### src/design/gregorian_date_add_and_diff_defines.svh
// Assertion helpers shared by the date unit
`ifndef GREGORIAN_DATE_ADD_AND_DIFF_DEFINES_SVH
`define GREGORIAN_DATE_ADD_AND_DIFF_DEFINES_SVH

// same-cycle implication, clocked on i_clk, off during reset
`define GDA_ASSERT_IMP(lbl, ante, cons, msg) \
    lbl: assert property (@(posedge i_clk) disable iff (!i_rst_n) (ante) |-> (cons)) \
        else $error(msg);

// next-cycle implication, clocked on i_clk, off during reset
`define GDA_ASSERT_NXT(lbl, ante, cons, msg) \
    lbl: assert property (@(posedge i_clk) disable iff (!i_rst_n) (ante) |=> (cons)) \
        else $error(msg);

`endif

### src/design/gda_pkg.sv
`default_nettype none

package gda_pkg;

    localparam int YEAR_W = 14;
    localparam int MON_W  = 4;
    localparam int DAY_W  = 5;
    localparam int OFF_W  = 21;
    localparam int DIFF_W = 23;

    // working serial width, signed: covers input serials plus offset
    localparam int SER_W  = 24;
    // quotient bits of a year or serial split into 400-year cycles
    localparam int Q_W    = 6;
    // year within a 400-year cycle
    localparam int R_W    = 9;
    // step counter, counts down from Q_W-1 or R_W-1
    localparam int K_W    = 4;
    // result year before truncation
    localparam int RY_W   = 15;
    // days before a year inside one cycle
    localparam int DBY_W  = 18;
    localparam int CUM_W  = 9;

    localparam int MONTHS = 12;

    localparam logic [SER_W-1:0] CYC_DAYS  = SER_W'(146097);
    localparam logic [SER_W-1:0] CYC_YEARS = SER_W'(400);

    localparam logic signed [SER_W:0] DIFF_HI = (SER_W+1)'(2**(DIFF_W-1) - 1);
    localparam logic signed [SER_W:0] DIFF_LO = (SER_W+1)'(-(2**(DIFF_W-1)));

    localparam logic KIND_ADD  = 1'b0;
    localparam logic KIND_DIFF = 1'b1;

    // stream packing
    localparam int IN_TDATA_W  = 72;
    localparam int OUT_TDATA_W = 48;
    localparam int YA_LSB   = 0;
    localparam int MA_LSB   = YA_LSB + YEAR_W;
    localparam int DA_LSB   = MA_LSB + MON_W;
    localparam int OFF_LSB  = DA_LSB + DAY_W;
    localparam int YB_LSB   = OFF_LSB + OFF_W;
    localparam int MB_LSB   = YB_LSB + YEAR_W;
    localparam int DB_LSB   = MB_LSB + MON_W;
    localparam int IN_USED  = DB_LSB + DAY_W;

    localparam int RY_LSB   = 0;
    localparam int RM_LSB   = RY_LSB + YEAR_W;
    localparam int RD_LSB   = RM_LSB + MON_W;
    localparam int DIFF_LSB = RD_LSB + DAY_W;
    localparam int GT_BIT   = DIFF_LSB + DIFF_W;
    localparam int EQ_BIT   = GT_BIT + 1;

    localparam logic [DAY_W-1:0] MONTH_DAYS [MONTHS] =
        '{5'd31, 5'd28, 5'd31, 5'd30, 5'd31, 5'd30, 5'd31, 5'd31, 5'd30, 5'd31, 5'd30, 5'd31};
    localparam logic [CUM_W-1:0] MONTH_START [MONTHS] =
        '{9'd0, 9'd31, 9'd59, 9'd90, 9'd120, 9'd151, 9'd181, 9'd212, 9'd243, 9'd273,
          9'd304, 9'd334};

    typedef struct packed {
        logic                    kind;
        logic [YEAR_W-1:0]       year_a;
        logic [MON_W-1:0]        month_a;
        logic [DAY_W-1:0]        day_a;
        logic signed [OFF_W-1:0] offset;
        logic [YEAR_W-1:0]       year_b;
        logic [MON_W-1:0]        month_b;
        logic [DAY_W-1:0]        day_b;
    } t_req;

    typedef struct packed {
        logic [YEAR_W-1:0]        result_year;
        logic [MON_W-1:0]         result_month;
        logic [DAY_W-1:0]         result_day;
        logic signed [DIFF_W-1:0] days_between;
        logic                     a_greater;
        logic                     dates_equal;
        logic                     error;
    } t_res;

    function automatic logic f_valid_month(input logic [MON_W-1:0] m);
        return (m >= MON_W'(1)) && (m <= MON_W'(MONTHS));
    endfunction

    // leap rule on the year within its 400-year cycle
    function automatic logic f_leap(input logic [R_W-1:0] r);
        return (r[1:0] == 2'b00) && (r != R_W'(100)) && (r != R_W'(200)) &&
               (r != R_W'(300));
    endfunction

    // days from the start of a 400-year cycle to the start of year r
    function automatic logic [DBY_W-1:0] f_dby(input logic [R_W-1:0] r);
        logic [DBY_W-1:0] rw;
        logic [DBY_W-1:0] c100;
        rw = DBY_W'(r);
        if (r == '0) begin
            c100 = DBY_W'(0);
        end else if (r <= R_W'(100)) begin
            c100 = DBY_W'(1);
        end else if (r <= R_W'(200)) begin
            c100 = DBY_W'(2);
        end else if (r <= R_W'(300)) begin
            c100 = DBY_W'(3);
        end else begin
            c100 = DBY_W'(4);
        end
        return rw * DBY_W'(365) + ((rw + DBY_W'(3)) >> 2) - c100 +
               DBY_W'(r != '0);
    endfunction

    function automatic logic [DAY_W-1:0] f_dim(input logic [MON_W-1:0] m, input logic leap);
        logic [DAY_W-1:0] d;
        d = '0;
        if (f_valid_month(m)) begin
            d = MONTH_DAYS[m - MON_W'(1)];
            if (m == MON_W'(2) && leap) begin
                d = d + DAY_W'(1);
            end
        end
        return d;
    endfunction

    function automatic logic [CUM_W-1:0] f_cum(input logic [MON_W-1:0] m, input logic leap);
        logic [CUM_W-1:0] c;
        c = '0;
        if (f_valid_month(m)) begin
            c = MONTH_START[m - MON_W'(1)];
            if (m > MON_W'(2) && leap) begin
                c = c + CUM_W'(1);
            end
        end
        return c;
    endfunction

endpackage

`default_nettype wire

### src/design/gda_core.sv
`default_nettype none

`include "gregorian_date_add_and_diff_defines.svh"

module gda_core
    import gda_pkg::*;
#(
    parameter int unsigned YEAR_MAX = 9999
) (
    input  wire logic i_clk,
    input  wire logic i_rst_n,
    input  wire logic i_start,
    input  wire t_req i_req,
    output logic      o_ready,
    output logic      o_valid,
    output t_res      o_res,
    input  wire logic i_take
);

    typedef enum logic [3:0] {
        ST_IDLE,
        ST_DIV,
        ST_SERH,
        ST_SERL,
        ST_ADDO,
        ST_SRCH,
        ST_YFIN,
        ST_MON,
        ST_DIFF,
        ST_DONE
    } t_state;

    t_state                   r_state;
    t_req                     r_req;
    logic                     r_phase_b;
    logic                     r_div_t;
    logic signed [SER_W-1:0]  r_acc;
    logic [Q_W-1:0]           r_q;
    logic [K_W-1:0]           r_k;
    logic [R_W-1:0]           r_r;
    logic signed [SER_W-1:0]  r_ser;
    logic signed [SER_W-1:0]  r_sa;
    logic [MON_W-1:0]         r_m;
    t_res                     r_res;

    logic signed [SER_W-1:0]  w_opb;
    logic signed [SER_W:0]    w_sub;
    logic                     w_ge;
    logic [R_W-1:0]           w_cand;
    logic                     w_cand_ok;
    logic [R_W-1:0]           w_rem;
    logic [YEAR_W-1:0]        w_year_in;
    logic [MON_W-1:0]         w_mon_in;
    logic [DAY_W-1:0]         w_day_in;
    logic                     w_in_ok;
    logic signed [SER_W-1:0]  w_serial;
    logic signed [SER_W-1:0]  w_t;
    logic [RY_W-1:0]          w_year_out;
    logic [DIFF_W-1:0]        w_diff;
    t_res                     w_err_res;

    assign o_ready = (r_state == ST_IDLE);
    assign o_valid = (r_state == ST_DONE);
    assign o_res   = r_res;

    assign w_cand    = r_r | (R_W'(1) << r_k);
    assign w_cand_ok = (w_cand < R_W'(CYC_YEARS));
    assign w_rem     = r_acc[R_W-1:0];

    // shared compare-subtract unit
    always_comb begin
        unique case (r_state)
            ST_DIV:  w_opb = r_div_t ? $signed(CYC_DAYS << r_k) : $signed(CYC_YEARS << r_k);
            ST_SRCH: w_opb = $signed(SER_W'(f_dby(w_cand)));
            ST_YFIN: w_opb = $signed(SER_W'(f_dby(r_r)));
            ST_MON:  w_opb = $signed(SER_W'(f_dim(r_m, f_leap(r_r))));
            ST_DIFF: w_opb = r_ser;
            default: w_opb = '0;
        endcase
    end

    assign w_sub = {r_acc[SER_W-1], r_acc} - {w_opb[SER_W-1], w_opb};
    assign w_ge  = !w_sub[SER_W];

    assign w_year_in = r_phase_b ? r_req.year_b  : r_req.year_a;
    assign w_mon_in  = r_phase_b ? r_req.month_b : r_req.month_a;
    assign w_day_in  = r_phase_b ? r_req.day_b   : r_req.day_a;

    assign w_in_ok = (32'(w_year_in) <= YEAR_MAX) && f_valid_month(w_mon_in) &&
                     (w_day_in != '0) && (w_day_in <= f_dim(w_mon_in, f_leap(r_r)));

    assign w_serial = r_ser + $signed(SER_W'(f_cum(w_mon_in, f_leap(r_r)))) +
                      $signed(SER_W'(w_day_in)) - SER_W'(1);

    assign w_t = r_sa + SER_W'(r_req.offset);

    assign w_year_out = RY_W'(r_q) * RY_W'(400) + RY_W'(r_r);

    always_comb begin
        if (w_sub > DIFF_HI) begin
            w_diff = DIFF_HI[DIFF_W-1:0];
        end else if (w_sub < DIFF_LO) begin
            w_diff = DIFF_LO[DIFF_W-1:0];
        end else begin
            w_diff = w_sub[DIFF_W-1:0];
        end
    end

    always_comb begin
        w_err_res       = '0;
        w_err_res.error = 1'b1;
    end

    always_ff @(posedge i_clk) begin
        if (!i_rst_n) begin
            r_state <= ST_IDLE;
        end else begin
            unique case (r_state)
                ST_IDLE: begin
                    if (i_start) begin
                        r_req     <= i_req;
                        r_acc     <= SER_W'(i_req.year_a);
                        r_q       <= '0;
                        r_k       <= K_W'(Q_W - 1);
                        r_phase_b <= 1'b0;
                        r_div_t   <= 1'b0;
                        r_res     <= '0;
                        r_state   <= ST_DIV;
                    end
                end
                ST_DIV: begin
                    if (w_ge) begin
                        r_acc <= w_sub[SER_W-1:0];
                        r_q   <= r_q | (Q_W'(1) << r_k);
                    end
                    if (r_k == '0) begin
                        if (r_div_t) begin
                            r_r     <= '0;
                            r_k     <= K_W'(R_W - 1);
                            r_state <= ST_SRCH;
                        end else begin
                            r_state <= ST_SERH;
                        end
                    end else begin
                        r_k <= r_k - K_W'(1);
                    end
                end
                ST_SERH: begin
                    r_r     <= w_rem;
                    r_ser   <= $signed(SER_W'(r_q) * CYC_DAYS) + $signed(SER_W'(f_dby(w_rem)));
                    r_state <= ST_SERL;
                end
                ST_SERL: begin
                    if (!w_in_ok) begin
                        r_res   <= w_err_res;
                        r_state <= ST_DONE;
                    end else if (r_phase_b) begin
                        r_ser   <= w_serial;
                        r_acc   <= r_sa;
                        r_state <= ST_DIFF;
                    end else begin
                        r_sa <= w_serial;
                        if (r_req.kind == KIND_ADD) begin
                            r_state <= ST_ADDO;
                        end else begin
                            r_acc     <= SER_W'(r_req.year_b);
                            r_q       <= '0;
                            r_k       <= K_W'(Q_W - 1);
                            r_phase_b <= 1'b1;
                            r_state   <= ST_DIV;
                        end
                    end
                end
                ST_ADDO: begin
                    if (w_t[SER_W-1]) begin
                        r_res   <= w_err_res;
                        r_state <= ST_DONE;
                    end else begin
                        r_acc   <= w_t;
                        r_q     <= '0;
                        r_k     <= K_W'(Q_W - 1);
                        r_div_t <= 1'b1;
                        r_state <= ST_DIV;
                    end
                end
                ST_SRCH: begin
                    if (w_cand_ok && w_ge) begin
                        r_r <= w_cand;
                    end
                    if (r_k == '0) begin
                        r_state <= ST_YFIN;
                    end else begin
                        r_k <= r_k - K_W'(1);
                    end
                end
                ST_YFIN: begin
                    if (32'(w_year_out) > YEAR_MAX) begin
                        r_res   <= w_err_res;
                        r_state <= ST_DONE;
                    end else begin
                        r_acc             <= w_sub[SER_W-1:0];
                        r_res.result_year <= w_year_out[YEAR_W-1:0];
                        r_m               <= MON_W'(1);
                        r_state           <= ST_MON;
                    end
                end
                ST_MON: begin
                    if (r_m < MON_W'(MONTHS) && w_ge) begin
                        r_acc <= w_sub[SER_W-1:0];
                        r_m   <= r_m + MON_W'(1);
                    end else begin
                        r_res.result_month <= r_m;
                        r_res.result_day   <= r_acc[DAY_W-1:0] + DAY_W'(1);
                        r_state            <= ST_DONE;
                    end
                end
                ST_DIFF: begin
                    r_res.days_between <= w_diff;
                    r_res.a_greater    <= w_ge && (w_sub != '0);
                    r_res.dates_equal  <= (w_sub == '0);
                    r_state            <= ST_DONE;
                end
                ST_DONE: begin
                    if (i_take) begin
                        r_state <= ST_IDLE;
                    end
                end
                default: r_state <= ST_IDLE;
            endcase
        end
    end

    `GDA_ASSERT_IMP(a_mon_range, (r_state == ST_MON), (r_m >= MON_W'(1) && r_m <= MON_W'(MONTHS)), "month step out of range")
    `GDA_ASSERT_IMP(a_err_clean, (o_valid && r_res.error), (r_res.result_year == '0 && r_res.result_month == '0 && r_res.result_day == '0 && r_res.days_between == '0 && !r_res.a_greater && !r_res.dates_equal), "error result carries data")
    `GDA_ASSERT_IMP(a_add_date, (o_valid && !r_res.error && r_req.kind == KIND_ADD), (r_res.result_month != '0 && r_res.result_day != '0 && r_res.days_between == '0), "shifted date incomplete")
    `GDA_ASSERT_IMP(a_eq_flags, (o_valid && r_res.dates_equal), (!r_res.a_greater && r_res.days_between == '0), "equal dates with nonzero count")
    `GDA_ASSERT_NXT(a_start_div, (r_state == ST_IDLE && i_start), (r_state == ST_DIV && r_k == K_W'(Q_W - 1) && !r_phase_b), "start did not enter year split")

endmodule

`default_nettype wire

### src/design/gregorian_date_add_and_diff.sv
// Channel  Dir  tdata  tuser  Transfer
// s_axis   in   72     1      date A, offset, date B; kind
// m_axis   out  48     1      shifted date, day count, flags; error
//
// Add: two 6-step divisions, a 9-step year search, then 1 to 12 month steps
//   on one subtractor.
// Difference: two date-to-serial passes. Early error exit on an invalid date A
//   or date B, a sum before year 0, or year overflow.
// Reset: synchronous, active low; clears sequencer and output valid.
// s_axis_tready is high only while the sequencer is idle; a finished result
//   waits in the output register while the next request runs.
`default_nettype none

module gregorian_date_add_and_diff
    import gda_pkg::*;
#(
    parameter int unsigned YEAR_MAX = 9999
) (
    input  wire logic                   i_clk,
    input  wire logic                   i_rst_n,
    input  wire logic                   s_axis_tvalid,
    output logic                        s_axis_tready,
    // year_a, month_a, day_a, offset, year_b, month_b, day_b, zero fill
    input  wire logic [IN_TDATA_W-1:0]  s_axis_tdata,
    // kind
    input  wire logic [0:0]             s_axis_tuser,
    output logic                        m_axis_tvalid,
    input  wire logic                   m_axis_tready,
    // result_year, result_month, result_day, days_between, a_greater, dates_equal
    output logic [OUT_TDATA_W-1:0]      m_axis_tdata,
    // error
    output logic [0:0]                  m_axis_tuser
);

    t_req w_req;
    t_res w_core_res;
    logic w_core_ready;
    logic w_core_valid;
    logic w_take;
    logic r_out_valid;
    t_res r_out;

    assign w_req.kind    = s_axis_tuser[0];
    assign w_req.year_a  = s_axis_tdata[YA_LSB +: YEAR_W];
    assign w_req.month_a = s_axis_tdata[MA_LSB +: MON_W];
    assign w_req.day_a   = s_axis_tdata[DA_LSB +: DAY_W];
    assign w_req.offset  = s_axis_tdata[OFF_LSB +: OFF_W];
    assign w_req.year_b  = s_axis_tdata[YB_LSB +: YEAR_W];
    assign w_req.month_b = s_axis_tdata[MB_LSB +: MON_W];
    assign w_req.day_b   = s_axis_tdata[DB_LSB +: DAY_W];

    assign s_axis_tready = w_core_ready;

    gda_core #(
        .YEAR_MAX (YEAR_MAX)
    ) u_core (
        .i_clk   (i_clk),
        .i_rst_n (i_rst_n),
        .i_start (s_axis_tvalid && w_core_ready),
        .i_req   (w_req),
        .o_ready (w_core_ready),
        .o_valid (w_core_valid),
        .o_res   (w_core_res),
        .i_take  (w_take)
    );

    // hand off when the output register is empty or drains this cycle
    assign w_take = w_core_valid && (!r_out_valid || m_axis_tready);

    always_ff @(posedge i_clk) begin
        if (!i_rst_n) begin
            r_out_valid <= 1'b0;
        end else begin
            if (w_take) begin
                r_out_valid <= 1'b1;
                r_out       <= w_core_res;
            end else if (m_axis_tready) begin
                r_out_valid <= 1'b0;
            end
        end
    end

    assign m_axis_tvalid = r_out_valid;
    assign m_axis_tdata  = {r_out.dates_equal, r_out.a_greater, r_out.days_between,
                            r_out.result_day, r_out.result_month, r_out.result_year};
    assign m_axis_tuser  = r_out.error;

endmodule

`default_nettype wire
### config.mk
export PLATFORM = sky130hd
export DESIGN_NAME = gregorian_date_add_and_diff
export DESIGN_NICKNAME = d
export VERILOG_FILES = /design/src/design/gda_pkg.sv /design/src/design/gda_core.sv /design/src/design/gregorian_date_add_and_diff.sv
export VERILOG_INCLUDE_DIRS = /design/src /design/src/design
export SDC_FILE = /design/constraint.sdc
export NUM_CORES = 1
export LEC_CHECK = 0
export BUFFER_PORTS_ARGS = -buffer_cell sky130_fd_sc_hd__clkbuf_2
export CORE_AREA = 4 4 272 274
export DETAILED_ROUTE_END_ITERATION = 6
export DIE_AREA = 0 0 276 278
export GPL_TIMING_DRIVEN = 0
export HOLD_SLACK_MARGIN = 0.1
export REMOVE_ABC_BUFFERS = 1
export SYNTH_ARGS = -nofsm -noshare
export SYNTH_HDL_FRONTEND = slang
export SYNTH_SLANG_ARGS = --single-unit
### constraint.sdc
create_clock -name i_clk -period 15.8 [get_ports i_clk]
set_input_delay 2.37 -clock i_clk [delete_from_list [all_inputs] [get_ports i_clk]]
set_output_delay 2.37 -clock i_clk [all_outputs]
set_load 0.01 [all_outputs]
# After elaboration in Yosys (flattened, before gate mapping)
# Memories as Yosys holds them, arrays and structs flattened.
# Index checks and enable logic that the tools add are counted.
dict set report classes {
  addsub 27
  mul 5
  magnitude_cmp 23
  eq_ne 35
  shifts 4
  muxes 101
  bitwise_logic 5
  reduce_logical 59
}
# cell n
set op_table {}
lappend op_table {{2-to-1 mux 24 bit} 11}
lappend op_table {{2-to-1 mux 18 bit} 13}
lappend op_table {{2-to-1 mux 49 bit} 3}
lappend op_table {{case mux 24 bit (6 select lines)} 1}
lappend op_table {{case mux 25 bit (5 select lines)} 1}
lappend op_table {{case mux 24 bit (5 select lines)} 1}
lappend op_table {{2-to-1 mux 4 bit} 20}
lappend op_table {{2-to-1 mux 9 bit} 8}
lappend op_table {{case mux 14 bit (4 select lines)} 1}
lappend op_table {{adder 18 x 1 -> 18 bit} 3}
lappend op_table {{adder 18 x 16 -> 18 bit} 3}
lappend op_table {{multiplier 9 x 9 -> 18 bit, second input constant} 3}
lappend op_table {{subtractor 18 bit} 3}
lappend op_table {{case mux 24 bit (2 select lines)} 1}
lappend op_table {{2-to-1 mux 23 bit} 2}
lappend op_table {{2-to-1 mux 5 bit} 9}
lappend op_table {{case mux 9 bit (5 select lines)} 1}
lappend op_table {{case mux 4 bit (10 select lines)} 1}
lappend op_table {{2-to-1 mux 6 bit} 6}
lappend op_table {{2-to-1 mux 35 bit} 1}
lappend op_table {{adder 9 x 2 -> 10 bit, second input constant} 3}
lappend op_table {{2-to-1 mux 14 bit} 2}
lappend op_table {{less-or-equal comparator 9 x 7 -> 1 bit, second input constant} 3}
lappend op_table {{less-or-equal comparator 9 x 8 -> 1 bit, second input constant} 3}
lappend op_table {{74 further kinds} 156}
dict set report totals {
  regBits 268
  romBits 304
  inputBits 77
  output_inout_bits 51
  word_cells 295
  n_memories 3
}
# memory depth width read_ports rd_ports_with_merged_regs write_ports line
set mem_list {}
lappend mem_list {{(no name shown)} 16 9 1 0 0 gda_pkg.sv:128} ;# c = MONTH_START[m - MON_W'(1)];
lappend mem_list {{(no name shown)} 16 5 1 0 0 gda_pkg.sv:116} ;# d = MONTH_DAYS[m - MON_W'(1)];
lappend mem_list {{(no name shown)} 16 5 1 0 0 gda_pkg.sv:116}

# Depth between registers and ports, before layout
# Gate-level depths: netlist of the first run.
dict set report logic_depth {
  depth_word 16
  depth_mapped 44
  mapped_depth_nobuf 43
}

# By module
# From an unflattened synthesis of the first run, not the netlist that was laid out.
dict set report unflattened {
  hier_cells 2740
  area_unflattened_um2 27074.7
}
# mod instances cells_per_inst area_each_um2 seq_area_each_um2
set modules_own_cells {}
lappend modules_own_cells {gda_core 1 2684 25539.5 6386.1}
lappend modules_own_cells {gregorian_date_add_and_diff 1 56 1535.2 1491.4}

# Least setup slack after synthesis of the first run
# Ideal clock, no wire load.
dict set report synth_path {
  path_kind {reg-to-reg}
  start {reg u_core.r_k[0]}
  end {reg u_core.r_acc[0] (enable)}
  setup_time_ps 428
  t_arrival_ps 9637
  required_ps 15372
  path_slack_ps 5735
  stages_incl_launch_ff 41
  n_path_buf 0
  period_less_slack_ps 10065
  path_cell_list {edfxtp_1 > inv_1 > ha_1 > a21oi_1 > inv_1 > ha_1 > o21ai_0 > a21oi_1 > o21ai_0 > a21oi_1 > inv_1 > ha_1 > inv_1 > fa_1 > inv_1 > ha_1 > inv_1 > fa_1 > [... 5 more ...] > nor2b_1 > o21a_1 > o41ai_1 > o21ai_0 > a2111oi_0 > nor3_1 > mux2i_1 > a221oi_1 > ha_1 > and3_1 > a221o_1 > a21oi_1 > o21ai_1 > a41oi_1 > a21o_1 > a21oi_1 > o21bai_1 > a2111oi_2}
}
dict set report synth_between {
  elab_chain_len 16
}
# item line
set synth_rtl {}
lappend synth_rtl {{start, declared} gda_core.sv:39} ;# logic [K_W-1:0] r_k;
lappend synth_rtl {{start signal, assigned} gda_core.sv:124} ;# r_k <= K_W'(Q_W - 1);
lappend synth_rtl {{start signal, assigned} gda_core.sv:139} ;# r_k <= K_W'(R_W - 1);
lappend synth_rtl {{start signal, assigned} gda_core.sv:145} ;# r_k <= r_k - K_W'(1);
lappend synth_rtl {{branches (longest 10 deep; another with multiplier 9 x 9 -> 18 bit)} n/a}
lappend synth_rtl {{case mux 24 bit (5 select lines) (*)} gda_core.sv:72} ;# unique case (r_state)
lappend synth_rtl {{subtractor 24 x 24 -> 25 bit (*)} gda_core.sv:82} ;# assign w_sub = {r_acc[SER_W-1], r_acc} - {w_opb[SER_W-1], w_opb};
lappend synth_rtl {{logical NOT 1 bit} gda_core.sv:83} ;# assign w_ge = !w_sub[SER_W];
lappend synth_rtl {{logical AND 1 bit} gda_core.sv:208} ;# if (r_m < MON_W'(MONTHS) && w_ge) begin
lappend synth_rtl {{inequality test 2 x 1 -> 1 bit (no source line)} n/a}
lappend synth_rtl {{AND reduction 9 bit (no source line) (*)} n/a}
lappend synth_rtl {{end signal, assigned} gda_core.sv:122} ;# r_acc <= SER_W'(i_req.year_a);
lappend synth_rtl {{end signal, assigned} gda_core.sv:201} ;# r_acc <= w_sub[SER_W-1:0];
lappend synth_rtl {{end signal, assigned} gda_core.sv:209} ;# r_acc <= w_sub[SER_W-1:0];
lappend synth_rtl {{end, declared} gda_core.sv:37} ;# logic signed [SER_W-1:0] r_acc;
# Every way passes the cells marked *. The select of a mux whose other input is x is not followed.
# A chain may end at the register's enable or synchronous reset.

# Worst setup path after layout of the first run
dict set report layout_path {
  start {reg u_core.r_k[3]}
  end {reg u_core.r_res (netlist bit u_core.o_res[12]) (data pin)}
}
dict set report layout_between {
  elab_chain_len 16
}
# item line
set layout_rtl {}
lappend layout_rtl {{branches (longest 10 deep; another with multiplier 9 x 9 -> 18 bit)} n/a}
lappend layout_rtl {{case mux 24 bit (5 select lines) (*)} gda_core.sv:72}
lappend layout_rtl {{subtractor 24 x 24 -> 25 bit (*)} gda_core.sv:82}
lappend layout_rtl {{< comparator 25 x 23 -> 1 bit} gda_core.sv:102} ;# end else if (w_sub < DIFF_LO) begin
lappend layout_rtl {{2-to-1 mux 23 bit} gda_core.sv:102}
lappend layout_rtl {{2-to-1 mux 23 bit (*)} gda_core.sv:100} ;# if (w_sub > DIFF_HI) begin
lappend layout_rtl {{case mux 25 bit (5 select lines) (*)} gda_core.sv:118} ;# unique case (r_state)
lappend layout_rtl {{end signal, assigned} gda_core.sv:155} ;# r_res <= w_err_res;
lappend layout_rtl {{end signal, assigned} gda_core.sv:176} ;# r_res <= w_err_res;
lappend layout_rtl {{end signal, assigned} gda_core.sv:198} ;# r_res <= w_err_res;
lappend layout_rtl {{end, declared} gda_core.sv:44} ;# t_res r_res;
# Marks and branches as above.

==> impl_metrics.env, run 1 <==
export IMPL_status="completed"
export IMPL_grt_pass1_vias=20179
export IMPL_place_inst=3740
export IMPL_synth_xor_area_share_pct=5.618
export IMPL_met1_usage_pct=25.33
export IMPL_rows=98
export IMPL_endpoint="u_core.o_res[12]"
export IMPL_grtUsageMet2_pct=31.58
export IMPL_cts_resized=0
export IMPL_cp_start_kind="register"
export IMPL_worstMarginPinSlew_ps=1397
export IMPL_final_cells=3799
export IMPL_drt_iter0_drc=1528
export IMPL_dieWidth_um=276
export IMPL_async_reset_ff_share_pct=0
export IMPL_cp_data_arrival_time_ps=12990
export IMPL_grt_antenna_before_repair=1
export IMPL_antenna_left=0
export IMPL_synth_edf_count=259
export IMPL_setup_tns_ps=0
export IMPL_fin_skew_ps=50.70
export IMPL_cts_tree="built"
export IMPL_crit_top_cell="inv_1"
export IMPL_post_route_drc_count=0
export IMPL_clk_pin_slew_worst_paths_ps=60
export IMPL_synth_cell_area_mm2=0.02693
export IMPL_synthCells=2720
export IMPL_gp_congestion=0.9254
export IMPL_start_util_pct=37.73
export IMPL_clock_path_buffers=3
export IMPL_synth_most_common_cell="ha_1"
export IMPL_crit_fanout=34
export IMPL_ys_ff_latch=264
export IMPL_pin_count=128
export IMPL_grt_util_all_layers_pct=18.94
export IMPL_cp_end_kind="register"
export IMPL_slew_violations=0
export IMPL_synth_flop_cell="edfxtp_1"
export IMPL_critPathKind="register to register"
export IMPL_postCtsHoldBufs=0
export IMPL_cts_setup_buffers=0
export IMPL_syn_to_final_growth_pct=10.38
export IMPL_crit_slowest_cell="edfxtp_1"
export IMPL_wire_per_inst_um=19.44
export IMPL_rr_worst_depth=40
export IMPL_r2r_end="u_core.o_res[12]"
export IMPL_final_util_pct=41.65
export IMPL_synth_adder_area_share_pct=31.54
export IMPL_cp_required_ps=16100
export IMPL_routed_wl_um=73850
export IMPL_place_hpwl_um=59130
export IMPL_hold_viol=0
export IMPL_synth_top_cell_by_area="edfxtp_1"
export IMPL_grt_max_degree=65
export IMPL_yosys_area_share_simple_pct=10.65
export IMPL_grtUsageMet3_pct=3.246
export IMPL_post_route_min_period_ps=12690
export IMPL_synth_top_cell_area_share_pct=28.88
export IMPL_muxShareOfSynthArea_pct=1.859
export IMPL_drtPass1Iterations=6
export IMPL_clockRootBuffer="clkbuf_16"
export IMPL_postSynthAreaPerCell_um2=9.899
export IMPL_rrSetupSlack_ps=3110
export IMPL_numCtsBuffers=34
export IMPL_cpPeakStageDelay_ps=1060
export IMPL_finalSetupViolations=0
export IMPL_synth_warnings=0
export IMPL_layout_nets=3481
export IMPL_grt_busiest_layer="met2"
export IMPL_dieArea_mm2=0.07673
export IMPL_min_period_over_period_pct=80.33
export IMPL_grt_overflow=0
export IMPL_insertion_delay_ps=590
export IMPL_drv_cap=0
export IMPL_synth_compound_area_share_pct=15.23
export IMPL_die_h_um=278
export IMPL_relSlewSlack_pct=6.492
export IMPL_vias=20335
export IMPL_min_path_type="register to register"
export IMPL_yosysUniqueCellTypes=85
export IMPL_avgViaCountPerCell=5.353
export IMPL_grt_first_pass_wirelength_um=115000
export IMPL_synth_top_family_by_area="adder cells"
export IMPL_crit_start="u_core.r_k[3]"
export IMPL_yosysSeqAreaShare_pct=29.26
export IMPL_drive_gt1_share_pct=7.935
export IMPL_synth_area_top_cells="edfxtp_1 29%, ha_1 19%, fa_1 12%, inv_1 4.9%, a21oi_1 3.6%"
export IMPL_io_buffer_count=122
export IMPL_rr_startpoint="u_core.r_k[3]"
export IMPL_synth_commonest_cells="410 x ha_1, 353 x inv_1, 259 x edfxtp_1"
export IMPL_h_tree_depth=2
export IMPL_fmax_mhz=78.78
export IMPL_cts_sinks=264
export IMPL_rsz0062_at_grt="no"
export IMPL_core_area_mm2=0.07136
==> routing by layer <==
layer  up-vias  routed length [um]  part of all wire, %
met5         -                  10                0.014
met4         2                2160                  2.9
met3        90                4667                  6.3
met2       518               34800                   47
met1      9887               32210                   44
li1       9838                   -                    -
==> registers in the layout, summed over array words and instances, names as in the netlist <==
name,cells
u_core.r_div_t,1
u_core.r_acc,24
u_core.r_r,9
u_core.r_ser,24
u_core.r_phase_b,1
m_axis_tdata,48
u_core.r_sa,24
u_core.o_res,49
u_core.r_req,64
u_core.r_q,6
m_axis_tvalid,1
u_core.r_m,4
u_core.r_state,4
u_core.r_k,4
m_axis_tuser,1
==> cell families (layout without fill, tap and decap cells) <==
kind of cell,count (synthesis),after routing
adders and majority gates,578,578
muxes,48,48
buffers and inverters,416,544
AOI/OAI and AO/OA,642,642
xor gates and xnor gates,171,171
other,0,1
DFF,264,264
and+or+nand+nor,601,601
==> worst max-delay path, delay by kind of cell, from the launching register on <==
family | cells | cell delay (ps)
buffers and inverters | 7 | 660
DFF | 1 | 1060
and+or+nand+nor | 5 | 1100
adders and majority gates | 8 | 2830
muxes | 1 | 150
AOI/OAI and AO/OA | 19 | 6600
==> stage by stage <==
step / cell area (um2) / setup WS (ps) / hold slack, ps
finish: 29720 / 3107 / 408.0
detailed placement: 28660 / 2861 / 404.5
global placement: 28480 / 2118 / 402.2
floorplan: 26690 / 5343 / 400.3
global route: 29720 / 2303 / 413.0
CTS: 29710 / 2788 / 405.0
==> area by class of cell <==
| class | instances | area, um2 |
|---|---|---|
| clock inverter | 17 | 173.9 |
| inverter | 355 | 1333 |
| clock buffer | 41 | 877.1 |
| timing repair buffer | 131 | 739.5 |
| tap | 950 | 1189 |
| fill | 7061 | 41640 |
| antenna | 1 | 2.502 |
| sequential | 264 | 7878 |
| multi-input combinational | 2040 | 17530 |
==> layout by cell type, fill, tap and decap left out, types with 16 or more instances in the layout <==
cell type / n
nand3_1: 42
nor2b_1: 36
a211oi_1: 24
o21ai_0: 155
clkbuf_16: 34
edfxtp_1: 259
and2_1: 20
ha_1: 410
clkbuf_2: 122
nor3_1: 34
nor2_1: 173
o21bai_1: 18
xor2_1: 61
xnor2_1: 109
o211ai_1: 18
a21oi_1: 190
fa_1: 168
nand2b_1: 27
mux2_2: 16
nand4_1: 19
a21o_1: 55
nand2_1: 174
o21a_1: 20
inv_1: 353
mux2i_1: 32
a22oi_1: 19
==> how the worst min path moves through the flow <==
stage	slack, ps	endpoint	startpoint	cells after the start
after global placement	400	m_axis_tdata[42]	u_core.o_res[22]	0
final	410	m_axis_tdata[44]	u_core.o_res[24]	0
after floorplan	400	m_axis_tdata[0]	u_core.o_res[35]	0
after global routing	410	m_axis_tdata[35]	u_core.o_res[15]	0
after detailed placement	400	m_axis_tdata[0]	u_core.o_res[35]	0
after CTS	410	m_axis_tdata[35]	u_core.o_res[15]	0
Power of run 1 is not shown: default switching activity piles up to over one toggle a cycle in this logic, so the estimate is an artifact.
==> inputs of run 2 (changes only) <==
==> constraint.sdc (replaced) <==
create_clock -name i_clk -period 12.07 [get_ports i_clk]
set_input_delay 1.8105 -clock i_clk [delete_from_list [all_inputs] [get_ports i_clk]]
set_output_delay 1.8105 -clock i_clk [all_outputs]
set_load 0.01 [all_outputs]
==> impl_metrics.env, run 2 (synthesis gave the netlist of run 1 again) <==
export IMPL_place_hpwl_um=59130
export IMPL_worstMarginPinSlew_ps=1394
export IMPL_worstHoldPathCells=0
export IMPL_post_route_min_period_ps=11240
export IMPL_grtUsageMet2_pct=31.57
export IMPL_critPathKind="register to register"
export IMPL_crit_top_cell="inv_1"
export IMPL_clockRootBuffer="clkbuf_16"
export IMPL_relSlewSlack_pct=6.699
export IMPL_grt_pass1_vias=20196
export IMPL_pin_count=128
export IMPL_final_cells=3803
export IMPL_rows=98
export IMPL_start_util_pct=37.73
export IMPL_cp_end_kind="register"
export IMPL_cpPeakStageDelay_ps=610
export IMPL_rsz0062_at_grt="no"
export IMPL_largest_reg_flops=64
export IMPL_fin_skew_ps=49.74
export IMPL_io_buffer_count=122
export IMPL_drive_gt1_share_pct=8.310
export IMPL_rr_worst_depth=42
export IMPL_fillers=7047
export IMPL_die_h_um=278
export IMPL_layout_nets=3485
export IMPL_clk_pin_slew_worst_paths_ps=70
export IMPL_clock_path_buffers=3
export IMPL_drtPass1Iterations=6
export IMPL_dieArea_mm2=0.07673
export IMPL_cp_data_arrival_time_ps=11550
export IMPL_h_tree_depth=2
export IMPL_grt_antenna_before_repair=1
export IMPL_drv_cap=0
export IMPL_grt_max_degree=65
export IMPL_min_period_over_period_pct=93.16
export IMPL_status="completed"
export IMPL_antenna_left=0
export IMPL_dieWidth_um=276
export IMPL_avgViaCountPerCell=5.361
export IMPL_core_area_mm2=0.07136
export IMPL_syn_to_final_growth_pct=10.74
export IMPL_insertion_delay_ps=580
export IMPL_postCtsHoldBufs=0
export IMPL_grt_util_all_layers_pct=18.95
export IMPL_numCtsBuffers=34
export IMPL_finalSetupViolations=0
export IMPL_grt_first_pass_wirelength_um=115100
export IMPL_grt_busiest_layer="met2"
export IMPL_cp_required_ps=12370
export IMPL_fmax_mhz=88.93
export IMPL_crit_fanout=14
export IMPL_routed_wl_um=74150
export IMPL_vias=20387
export IMPL_cp_start_kind="register"
export IMPL_cts_tree="built"
export IMPL_final_cell_mix="410 x ha_1, 353 x inv_1, 259 x edfxtp_1"
export IMPL_gp_congestion=0.9254
export IMPL_wire_per_inst_um=19.50
export IMPL_cts_sinks=264
export IMPL_met1_usage_pct=25.21
export IMPL_regMostFlops="u_core.r_req"
export IMPL_min_path_type="register to register"
export IMPL_final_common_cell="ha_1"
export IMPL_crit_slowest_cell="edfxtp_1"
export IMPL_post_route_drc_count=0
export IMPL_place_inst=3740
export IMPL_drt_iter0_drc=1647
export IMPL_final_util_pct=41.78
export IMPL_grtUsageMet3_pct=3.330
export IMPL_grt_overflow=0
export IMPL_slew_violations=0
export IMPL_hold_viol=0
-- run 2: changes by cell type in the layout (fill, tap and decap cells not counted), moves of 2 or more --
cell and delta:
a21oi_1 -3, a21oi_2 +3, a31oi_4 +2, buf_6 +2
-- run 2: final timing paths --
check	startpoint	to	slack [ps]
setup reg to reg	u_core.r_k[1]	u_core.o_res[12]	830
setup / recovery	u_core.r_k[1]	u_core.o_res[12]	830
hold reg to reg	u_core.o_res[24]	m_axis_tdata[44]	410
hold / removal	u_core.o_res[24]	m_axis_tdata[44]	410
-- run 2: routing by layer --
metal | vias to the layer above | part of all wire, %
met4 | 2 | 3.3
li1 | 9844 | -
met3 | 94 | 6.8
met5 | - | 0.015
met2 | 543 | 47
met1 | 9904 | 43
-- run 2: what timing repair did --
action	in CTS	in global routing
setup buffers	1	2
gates resized for setup	6	5
endpoints found under the setup margin	43	80
cloned	0	1
-- run 2: layout make-up --
type / count / area [um2] / area share (%)
multi-input cells: 2041 / 17600 / 59.01
flip-flops and latches: 264 / 7878 / 26.42
inverters: 355 / 1333 / 4.469
well taps: 950 / 1189 / 3.986
clock buffers: 41 / 877.1 / 2.942
repair buffers: 134 / 769.5 / 2.581
clock inverters: 17 / 173.9 / 0.5833
diodes: 1 / 2.502 / 0.008392
-- run 2: through the flow --
step | setup slack [ps] | instance area, um2 | TNS (ps) | hold slack [ps]
CTS | 73.56 | 29750 | 0 | 405.0
global placement | -1612 | 28480 | -56220 | 402.2
detailed placement | -868.8 | 28660 | -19590 | 404.5
global route | 163.6 | 29810 | 0 | 413.0
finish | 825.8 | 29820 | 0 | 408.4
floorplan | 1613 | 26690 | 0 | 400.3
-- run 2: worst max-delay path: cells and delay by family (launching register included) --
kind | cells | cell delay, ps
compound gates | 17 | 4750
fa+ha+maj | 9 | 3040
buf+inv | 8 | 900
flops | 1 | 610
mux | 1 | 160
simple gates | 7 | 1510
Power of run 2 is left out for the same reason.
==> inputs of run 3 (changes only) <==
--- a/config.mk
+++ b/config.mk
@@ -15,4 +15,5 @@
 export REMOVE_ABC_BUFFERS = 1
 export SYNTH_ARGS = -nofsm -noshare
 export SYNTH_HDL_FRONTEND = slang
+export SYNTH_HIERARCHICAL = 1
 export SYNTH_SLANG_ARGS = --single-unit
==> impl_metrics.env, run 3 <==
export IMPL_fmax_mhz=88.02
export IMPL_cp_end_kind="register"
export IMPL_post_route_drc_count=0
export IMPL_synth_flop_cell="edfxtp_1"
export IMPL_clk_pin_slew_worst_paths_ps=60
export IMPL_antenna_cells=0
export IMPL_slew_violations=0
export IMPL_critical_path_top_delay_family="compound AO/OA/AOI/OAI gates"
export IMPL_min_period_over_period_pct=94.13
export IMPL_synth_warnings=6
export IMPL_ff_latch_area_mm2=0.007878
export IMPL_core_area_mm2=0.07136
export IMPL_met1_usage_pct=27.98
export IMPL_dieWidth_um=276
export IMPL_cp_data_arrival_time_ps=11540
export IMPL_min_path_type="register to register"
export IMPL_drv_cap=0
export IMPL_die_h_um=278
export IMPL_regMostFlops="u_core/r_req"
export IMPL_numCtsBuffers=28
export IMPL_grt_util_all_layers_pct=19.21
export IMPL_cpPeakStageDelay_ps=880
export IMPL_hold_viol=0
export IMPL_crit_top_cell="ha_1"
export IMPL_crit_slowest_cell="edfxtp_1"
export IMPL_status="completed"
export IMPL_post_route_min_period_ps=11360
export IMPL_place_hpwl_um=61990
export IMPL_multi_input_area_mm2=0.01760
export IMPL_cp_start_kind="register"
export IMPL_grt_overflow=0
export IMPL_synth_most_common_cell="ha_1"
export IMPL_ys_ff_latch=264
export IMPL_critPathKind="register to register"
export IMPL_gp_congestion=0.9772
export IMPL_syn_to_final_growth_pct=10.05
export IMPL_fillers=6980
export IMPL_relSlewSlack_pct=9.940
export IMPL_worstMarginPinSlew_ps=1346
export IMPL_worst_slack_ps=708.6
export IMPL_finalSetupViolations=0
export IMPL_fin_skew_ps=14.12
export IMPL_h_tree_depth=1
export IMPL_synth_top_cell_by_area="edfxtp_1"
export IMPL_antenna_left=0
export IMPL_clockRootBuffer="clkbuf_16"
export IMPL_grt_pass1_vias=19681
export IMPL_rsz0062_at_grt="no"
export IMPL_pre_cts_ws_ps=377.6
export IMPL_cp_required_ps=12250
export IMPL_synth_cell_area_mm2=0.02707
export IMPL_rows=98
export IMPL_drt_iter0_drc=1859
export IMPL_crit_fanout=23
export IMPL_async_reset_ff_share_pct=0
export IMPL_postSynthAreaPerCell_um2=9.881
export IMPL_insertion_delay_ps=560
export IMPL_cts_tree="built"
export IMPL_layout_nets=3497
export IMPL_dieArea_mm2=0.07673
export IMPL_pin_count=128
export IMPL_vias=20612
export IMPL_avgViaCountPerCell=5.409
export IMPL_drive_gt1_share_pct=8.773
export IMPL_grtUsageMet3_pct=3.188
export IMPL_synth_top_cell_area_share_pct=28.73
export IMPL_cts_sinks=264
export IMPL_start_util_pct=37.94
export IMPL_yosysUniqueCellTypes=88
export IMPL_grt_antenna_before_repair=2
export IMPL_cp_num_buf_inv=4
export IMPL_synth_area_top_cells="edfxtp_1 29%, ha_1 19%, fa_1 12%, inv_1 5.1%, xnor2_1 3.5%"
export IMPL_synth_commonest_cells="416 x ha_1, 369 x inv_1, 259 x edfxtp_1"
export IMPL_grtUsageMet2_pct=30.00
export IMPL_final_common_cell="ha_1"
export IMPL_wire_per_inst_um=19.98
export IMPL_io_buffer_count=122
export IMPL_grt_max_degree=65
export IMPL_hold_worst_slack_ps=415.2
export IMPL_clock_path_buffers=3
export IMPL_yosysSeqAreaShare_pct=29.10
export IMPL_synthCells=2740
export IMPL_largest_reg_flops=64
export IMPL_synth_edf_count=259
export IMPL_drtPass1Iterations=6
export IMPL_grt_busiest_layer="met2"
export IMPL_cts_setup_buffers=0
export IMPL_routed_wl_um=76140
export IMPL_grt_first_pass_wirelength_um=116400
export IMPL_final_cell_mix="416 x ha_1, 369 x inv_1, 259 x edfxtp_1"
run 3: cell types whose count changed in the layout (fill, tap and decap cells not counted), moves of 10 or more:
cell	change
mux2i_1	-13
or2_2	+10
inv_1	+16
a21oi_1	-28
xor2_1	+17
run 3: area by class of cell:
class	instances	area share [%]
clock buffers	31	2.461
clock inverters	21	0.6719
inverters	373	4.699
multi-input cells	2037	59.06
flip-flops and latches	264	26.44
well taps	950	3.989
repair buffers	135	2.683
run 3: path summary, 6_finish.rpt:
kind,startpoint,to,slack [ps],cells past startpoint
max reg2reg,u_core/r_k[1],u_core/o_res[28],710,37
min reg2reg,u_core/o_res[28],m_axis_tdata[20],420,0
min,u_core/o_res[28],m_axis_tdata[20],420,0
max,u_core/r_k[1],u_core/o_res[28],710,37
run 3: what timing repair did:
| item | in CTS | in global routing |
|---|---|---|
| gates resized for setup | 0 | 3 |
| hold buffers | 0 | 0 |
| endpoints found under the setup margin | 0 | 39 |
run 3: cells by family (layout without fill, tap and decap cells):
kind of cell / count (synthesis) / in the layout / synth area share [%]
flops: 264 / 264 / 29.10
xor+xnor: 188 / 188 / 6.109
compound gates: 618 / 618 / 14.85
fa+ha+maj: 581 / 581 / 31.42
simple gates: 614 / 614 / 10.86
buf+inv: 439 / 560 / 6.211
mux: 36 / 36 / 1.451
run 3: metal layers:
layer  part of all wire (%)  vias to the layer above
met3                    7.7                      104
met1                     45                     9925
met4                    2.7                        2
met5                  0.016                        -
li1                       -                     9849
met2                     44                      732
run 3: worst reg2reg max path: cells and delay by family (launching register included):
kind,cells,cell delay (ps)
xor+xnor,1,270
compound gates,15,3720
fa+ha+maj,8,3220
simple gates,9,2000
flops,1,880
buf+inv,4,880
run 3: per-stage QoR:
stage | area [um2] | util (%) | std cells | setup TNS, ps
CTS | 29770 | 41.72 | 3810 | 0
finish | 29790 | 41.75 | 3811 | 0
global route | 29790 | 41.75 | 3811 | 0
floorplan | 26790 | - | 2674 | 0
global placement | 28590 | 40.07 | 3746 | -21090
detailed placement | 28840 | 40.41 | 3758 | 0
Power of run 3 is left out for the same reason.
